### config.mk
export PLATFORM = sky130hd
export DESIGN_NAME = m3i_prep
export DESIGN_NICKNAME = d
export VERILOG_FILES = /design/src/rtl/assert_macros.svh /design/src/rtl/m3i_pkg.sv /design/src/rtl/m3i_prep.sv
export SDC_FILE = /design/constraint.sdc
export NUM_CORES = 2
export LEC_CHECK = 0
export BUFFER_PORTS_ARGS = -buffer_cell sky130_fd_sc_hd__buf_2
export CORE_AREA = 10 10 655 657
export DETAILED_ROUTE_END_ITERATION = 7
export DIE_AREA = 0 0 665 667
export PLACE_DENSITY = 0.46
export SLEW_MARGIN = 20
export SYNTH_ARGS = -nofsm -noshare
export SYNTH_HDL_FRONTEND = slang
export SYNTH_SLANG_ARGS = --single-unit
### constraint.sdc
create_clock -name clk -period 6.1 [get_ports clk]
set_input_delay 0.915 -clock clk [delete_from_list [all_inputs] [get_ports clk]]
set_output_delay 0.915 -clock clk [all_outputs]
set_load 0.05 [all_outputs]
### src/rtl/assert_macros.svh
// ---------------------------------------------------------------------------
// assert_macros
// Assertion helpers shared by the RTL.
// ---------------------------------------------------------------------------
`ifndef ASSERT_MACROS_SVH
`define ASSERT_MACROS_SVH

// Same-cycle implication, checked out of reset.
`define M3I_ASSERT_IMP(lbl, clk, rst_n, ante, cons) \
	lbl: assert property (@(posedge clk) disable iff (!rst_n) (ante) |-> (cons)) \
		else $error("same-cycle implication violated");

// Next-cycle implication, checked out of reset.
`define M3I_ASSERT_NXT(lbl, clk, rst_n, ante, cons) \
	lbl: assert property (@(posedge clk) disable iff (!rst_n) (ante) |=> (cons)) \
		else $error("next-cycle implication violated");

`endif

### src/rtl/m3i_pkg.sv
// ---------------------------------------------------------------------------
// m3i_pkg
// Widths, types and constants of the 3x3 matrix inverse pipeline.
// ---------------------------------------------------------------------------
package m3i_pkg;

	localparam int FRAC_BITS = 16;             // fraction bits of the entries
	localparam int AW        = 32;             // entry / result width
	localparam int PW        = 2 * AW;         // entry product
	localparam int CW        = PW + 1;         // cofactor, signed
	localparam int DW        = 98;             // determinant, signed
	localparam int QB        = AW;             // quotient bits resolved
	localparam int NW_A      = PW + 2 * FRAC_BITS + 1;
	localparam int NW_B      = DW - 1;
	localparam int NW        = ((NW_A > NW_B) ? NW_A : NW_B) + 1; // dividend
	localparam int VW        = NW + QB;        // divider compare width
	localparam int LANE_LAT  = QB + 2;         // divider lane registers
	localparam int LATENCY   = LANE_LAT + 8;   // accept edge to result edge

	localparam logic [AW-1:0] SAT_MAX = {1'b0, {(AW-1){1'b1}}};
	localparam logic [AW-1:0] SAT_MIN = {1'b1, {(AW-1){1'b0}}};

	typedef logic signed [AW-1:0] ent_t;
	typedef logic signed [PW-1:0] prod_t;
	typedef logic signed [CW-1:0] cof_t;
	typedef logic signed [DW-1:0] det_t;
	typedef logic [PW-1:0]        mag_t;
	typedef logic [NW-1:0]        num_t;
	typedef logic [DW-1:0]        den_t;

	typedef struct packed {
		logic            sing;
		logic            dov;
		logic [AW-1:0]   detv;
	} side_t;

endpackage

### src/rtl/m3i_prep.sv
// ---------------------------------------------------------------------------
// m3i_prep
// Magnitudes and signs, then dividends, divisor and the rounded determinant.
// ---------------------------------------------------------------------------
module m3i_prep (
	input  logic            clk,
	input  logic            arst_n,
	input  logic            vin,
	input  m3i_pkg::cof_t   adj [9],
	input  m3i_pkg::det_t   det,
	output logic            vld_s7,
	output m3i_pkg::num_t   num_s7 [9],
	output m3i_pkg::den_t   den_s7,
	output logic            neg_s7 [9],
	output m3i_pkg::side_t  side_s7
);
	localparam int FB = m3i_pkg::FRAC_BITS;
	localparam int AW = m3i_pkg::AW;
	localparam int PW = m3i_pkg::PW;
	localparam int CW = m3i_pkg::CW;
	localparam int DW = m3i_pkg::DW;
	localparam int NW = m3i_pkg::NW;
	localparam int MW = DW - 1;

	logic            vld_s6;
	logic [MW-1:0]   dmag_s6;
	logic            dneg_s6;
	logic            sing_s6;
	m3i_pkg::mag_t   amag_s6 [9];
	logic            aneg_s6 [9];

	logic [DW-1:0]   rnd;
	logic [DW-1:0]   dq;
	logic [AW-1:0]   detv;
	logic            dov;

	always_ff @(posedge clk or negedge arst_n) begin
		if (!arst_n) begin
			vld_s6 <= 1'b0;
			vld_s7 <= 1'b0;
		end else begin
			vld_s6 <= vin;
			vld_s7 <= vld_s6;
		end
	end

	always_ff @(posedge clk) begin
		dneg_s6 <= det[DW-1];
		dmag_s6 <= MW'(det[DW-1] ? -det : det);
		sing_s6 <= (det == '0);
	end

	for (genvar k = 0; k < 9; k++) begin : g_lane
		always_ff @(posedge clk) begin
			aneg_s6[k] <= adj[k][CW-1];
			amag_s6[k] <= PW'(adj[k][CW-1] ? -adj[k] : adj[k]);
			// 2*|adj|*2^(2F) + |D|: the half-divisor term rounds to nearest
			num_s7[k]  <= (NW'(amag_s6[k]) << (2 * FB + 1)) + NW'(dmag_s6);
			neg_s7[k]  <= aneg_s6[k] ^ dneg_s6;
		end
	end

	always_comb begin
		rnd  = DW'(dmag_s6) + (DW'(1) << (2 * FB - 1));
		dq   = rnd >> (2 * FB);
		dov  = 1'b0;
		detv = dq[AW-1:0];
		if (dneg_s6) begin
			if (dq > DW'(m3i_pkg::SAT_MIN)) begin
				dov  = 1'b1;
				detv = m3i_pkg::SAT_MIN;
			end else begin
				detv = '0 - dq[AW-1:0];
			end
		end else if (dq > DW'(m3i_pkg::SAT_MAX)) begin
			dov  = 1'b1;
			detv = m3i_pkg::SAT_MAX;
		end
	end

	always_ff @(posedge clk) begin
		den_s7       <= DW'(dmag_s6) << 1;
		side_s7.sing <= sing_s6;
		side_s7.dov  <= dov;
		side_s7.detv <= detv;
	end

endmodule

Yosys cells after proc, flatten, opt, wreduce, memory -nomap -nowiden

Memories as Yosys holds them, arrays and structs flattened.
Index checks and enable logic that the tools add are counted.

Bits in writable memories: 585
Output and inout port bits: 1024
Input port bits: 686
ROM bits: 0
Register bits after elaboration: 1123
Bits in latches: 0
Memories: 2

Memories:

| name    | depth | width | rd ports | clocked after Yosys merged registers in | wr ports | RTL line       | text |
|---|---|---|---|---|---|---|---|
| amag_s6 | 9     | 64    | 9        | 0                                       | 9        | m3i_prep.sv:29 | `m3i_pkg::mag_t amag_s6 [9];` |
| aneg_s6 | 9     | 1     | 9        | 0                                       | 9        | m3i_prep.sv:30 | `logic aneg_s6 [9];` |

Multiplexer cells: 16
Reduce and logical (&&, ||, !) cells: 1
Add/subtract/negate cells: 21
Order comparisons: 2
Divide/modulo/power cells: 0
Equality and inequality tests: 0
$mul: 0
Shift-type cells: 0
Bitwise operators: 9

Operator list:

| operator                                                               | number |
|---|---|
| 97-bit by 97-bit adder with 98-bit output                              | 9 |
| 64-bit two-way mux                                                     | 9 |
| 64-bit negator                                                         | 9 |
| 97-bit by 32-bit adder with 98-bit output, second input constant       | 1 |
| 98-bit logical NOT                                                     | 1 |
| 97-bit two-way mux                                                     | 1 |
| 97-bit negator                                                         | 1 |
| 32-bit two-way mux                                                     | 3 |
| 66-bit by 31-bit > comparator with 1-bit output, second input constant | 1 |
| 66-bit by 32-bit > comparator with 1-bit output, second input constant | 1 |
| 1-bit by 32-bit subtractor with 32-bit output, first input constant    | 1 |
| 1-bit bitwise XOR                                                      | 9 |
| 1-bit two-way mux                                                      | 3 |

Logic depth before layout (Yosys ltp)

Depth after elaboration: 4
Depth in mapped cells: 17

Worst setup path before layout

Ideal clock, no wire load.

Kind: in2reg
Start point: input port adj[475] in the netlist's numbering
End point: memory amag_s6[0][122] in the netlist's numbering
Data required time: 6.028 ns
Path buffers: 0
Stages on the path: 13
Library setup time: 0.072 ns
Data arrival time: 5.149 ns
Slack: 0.879 ns
Cells stage by stage: or3_4 > or3_1 > or3_1 > or4_4 > or3_4 > or4_4 > or4_4 > or3_4 > nand2b_4 > or3_4 > or3_4 > o31ai_2 > xnor2_1

RTL lines:

| what        | RTL line       | text |
|---|---|---|
| from (decl) | m3i_prep.sv:9  | `input m3i_pkg::cof_t adj [9],` |
| to (decl)   | m3i_prep.sv:29 |  |

Worst setup path after layout

Start point: register dmag_s6[38]
End point: register num_s7[193] in the netlist's numbering

Cells in the longest elaborated chain, start to end: 1

RTL lines:

| what                                      | RTL line       | text |
|---|---|---|
| from (decl)                               | m3i_prep.sv:26 | `logic [MW-1:0] dmag_s6;` |
| from (signal assigned)                    | m3i_prep.sv:49 | `dmag_s6 <= MW'(det[DW-1] ? -det : det);` |
| 97-bit by 97-bit adder with 98-bit output | m3i_prep.sv:58 | `num_s7[k] <= (NW'(amag_s6[k]) << (2 * FB + 1)) + NW'(dmag_s6);` |
| to (signal, indexed assignment)           | m3i_prep.sv:58 |  |
| to (decl)                                 | m3i_prep.sv:12 | `output m3i_pkg::num_t num_s7 [9],` |

No other way between the ends.

==> flow_metrics.tcl <==
set metrics [dict create \
    synthMuxAreaShare_pct 0.0536 \
    postLayoutCoreUtil_pct 23.4 \
    synth_top_family_by_area "compound AO/OA/AOI/OAI gates" \
    worst_pin_slew_ns 1.14 \
    grt-ovfl-total 0 \
    io_pins 1710 \
    layout.nets 11200 \
    drc 0 \
    fin_worst_skew_ns 0.0613 \
    antenna_found_initial 262 \
    row_count 237 \
    ys_types 89 \
    path_cells "buf_4 > ha_1 > o211ai_1 > a21o_1 > a31oi_1 > a22o_1 > a21oi_1 > o21ai_0 > buf_4 > a21oi_1 > o21ai_0 > a221oi_1 > o21ai_0 > o31ai_1 > nand3_1 > o311ai_0" \
    grt_pass1_wl_mm 624 \
    grt_pass1_vias 69400 \
    fill_cells 45500 \
    critPathArrivalTime_ns 6.18 \
    grt_use_total_pct 20.4 \
    dieWidth_um 665 \
    syn_area_um2 77000 \
    finalSetupViolations 0 \
    fmaxAchievable_mhz 184 \
    cts_tree "built" \
    drive_gt1_share_pct 22.8 \
    start_util_pct 18.5 \
    syn-num-nets 9776 \
    rsz0062_at_grt "no" \
    slew_viol_final 0 \
    avgSynthCellArea_um2 9.07 \
    dp_hpwl_mm 394 \
    synth.top_cells.by_area "dfxtp_1, xnor2_1, ha_1" \
    r2r_start "dmag_s6[38]$_DFF_P_" \
    ys.flop_type "dfxtp_1" \
    post-route-min-period_ns 5.42 \
    crit_path_max_fanout 13 \
    htreeDepth 4 \
    pwr_density_cell_nw_per_um2 470 \
    vdd_drop_max_uv 354 \
    synth_sequential_area_ratio_pct 36.7 \
    power_w 0.0457 \
    synth_warnings 0 \
    cp_slowest_cell "dfxtp_4" \
    dp_cells 15300 \
    wl_per_cell_um 30.5 \
    ys_ff_latch 1411 \
    synthSimpleGateAreaFrac_pct 13.7 \
    setup_slack_ns 0.676 \
    synth_compound_area_share_pct 20.6 \
    worst_setup_path_end_kind "flop" \
    crit_start "dmag_s6[38]$_DFF_P_" \
    leakagePower_nw 41.6 \
    hold_violations 0 \
    slowest_delay_ns 0.64 \
    yosys.area_share.xor_xnor_pct 14.0 \
    synth_top_area_share_pct 36.6 \
    cts_sinks 1411 \
    register_area_um2 28500 \
    die_area_um2 444000 \
    synth_edf_count 0 \
    crit_path_start_kind "flop" \
    cts_buffers 183 \
    cts_root_buf "clkbuf_16" \
    critPathKind "reg2reg" \
    required_ns 6.85 \
    firstDrtPassIters 6 \
    async_flop_share_pct 0.142 \
    numPortBuffers 1708 \
    critical_path.most_common_cell "o21ai_0" \
    status "complete, no violations" \
    path_clk_slew_ns 0.06 \
    vias 73000 \
    pre_cts_ws_ns 0.352 \
    first_iter_violations 6706 \
    multi_input_area_um2 44800 \
    synthAdderAreaFrac_pct 9.80 \
    hp-class "in2reg" \
    finalNonFillerCells 15700 \
    fin_tns_setup_ns 0 \
    place_congestion 0.927 \
    vias_per_cell 4.64 \
    drv_cap 0 \
    synth_top_area_cell "dfxtp_1" \
    clockBufferDepth 4 \
    antenna_left 0 \
    min_period_over_period_pct 88.9 \
    grt_max_degree 66 \
    min-delay-start "adj[455]" \
    wl_mm 479 \
    coreArea_um2 415000 \
    worstSkewPairLatency_ns 0.91 \
    postCtsSetupBuffers 0 \
    syn-instance-count 8492 \
    synthToLayoutAreaGrowth_pct 26.3 \
    relSlewSlack_pct 24.0 \
    die_h_um 667 \
]
[critical path: cells and delay by family, from the launching register on]
kind,cells,cell delay [ns]
buf+inv,2,0.64
compound gates,12,3.47
flops,1,0.64
fa+ha+maj,1,0.35
simple gates,1,0.12
[per-stage QoR]
stage / hold slack, ns / area [um2]
floorplan: 0.310 / 77000
global placement: 0.310 / 90500
detailed placement: 0.312 / 90500
CTS: 0.0394 / 97000
global route: 0.0803 / 97100
finish: 0.159 / 97300
[synthesized netlist by cell type (all sizes together) (25+ instances only)]
cell	count
a211oi	30
a21o	435
a21oi	599
a31oi	69
and2	42
and3	89
and4	25
buf	307
clkbuf	249
dfxtp	1409
ha	589
inv	191
nand2	582
nand2b	112
nand3	179
nand4	125
nor2	337
nor2b	81
nor3	92
nor4	48
o21a	87
o21ai	563
o21bai	85
o31ai	235
o41ai	103
or2	34
or3	118
or4	140
xnor2	1003
xor2	228
[power breakdown]
part	leakage [nW]	switching, W	internal [W]
logic	26.5	0.0156	0.00503
registers	11.9	0.00184	0.0116
clock network	3.13	0.00481	0.00690
[flip-flops by register name (all words and copies together), names as in the netlist, 9 cells and up]
register and count:
num_s7 618, amag_s6 576, dmag_s6 97, den_s7 64, side_s7 34, aneg_s6 9
neg_s7 9
[cell type report]
cell class | count | share of cell area (%)
Timing Repair Buffer | 1836 | 9.90
Inverter | 192 | 0.742
Antenna cell | 124 | 0.319
Multi-Input combinational cell | 6333 | 46.1
Clock inverter | 103 | 1.39
Clock buffer | 230 | 5.21
Sequential cell | 1411 | 29.3
Tap cell | 5497 | 7.07
[routing by layer]
layer / wire, um / up-vias / global-route usage [%]
met1: 193000 / 35200 / 24.7
met5: 269 / - / 0
met4: 25400 / 42 / 8.99
li1: - / 33500 / -
met3: 36400 / 835 / 4.56
met2: 224000 / 3376 / 34.5
[cells in the final DEF, fill, tap and decap left out, drive strengths merged, types with 17 or more instances in the layout]
master | synthesis | final
nand4 | 125 | 125
a31oi | 69 | 69
clkinv | 1 | 50
or4 | 140 | 140
or3 | 118 | 118
or2 | 34 | 34
xor2 | 228 | 228
nor2b | 81 | 81
inv | 191 | 211
nor4 | 48 | 48
diode | 0 | 124
and2 | 42 | 42
xnor2 | 1003 | 1003
o21ai | 563 | 563
nand2b | 112 | 112
a41oi | 17 | 17
a211oi | 30 | 30
clkbuf | 249 | 230
o31ai | 235 | 235
nand3 | 179 | 179
nor3 | 92 | 92
nor2 | 337 | 337
and3 | 89 | 89
o21bai | 85 | 85
a221oi | 23 | 23
buf | 307 | 1835
a21boi | 23 | 23
o41ai | 103 | 103
bufinv | 0 | 22
a22oi | 21 | 21
a21oi | 599 | 599
and4 | 25 | 25
o211ai | 21 | 21
ha | 589 | 589
a21o | 435 | 435
dfxtp | 1409 | 1409
nand2 | 582 | 582
o21a | 87 | 87
[path summary, 6_finish.rpt]
check / to / slack (ns) / cells past startpoint
hold / removal: amag_s6[0][64]$_DFF_P_ / 0.16 / 1
max in group asynchronous: vld_s6$_DFF_PN0_ / 5.57 / 2
min in group asynchronous: vld_s7$_DFF_PN0_ / 0.43 / 2
setup / recovery: num_s7[193]$_DFF_P_ / 0.68 / 16
hold reg to reg: num_s7[118]$_DFF_P_ / 0.32 / 0
setup reg to reg: num_s7[193]$_DFF_P_ / 0.68 / 16
[repair_timing]
action / 4_1_cts / 5_1_grt
endpoints found under the hold margin: 2 / 0
setup endpoints to repair: 0 / 3
resized for setup: 0 / 1
hold buffers: 1 / 0
[cell families after synthesis]
family / after synthesis
compound gates: 2457
xor+xnor: 1231
fa+ha+maj: 598
buf+inv: 748
flops: 1411
mux: 4
other cells: 1
simple gates: 2042
Power figures use the tool's default switching activity.
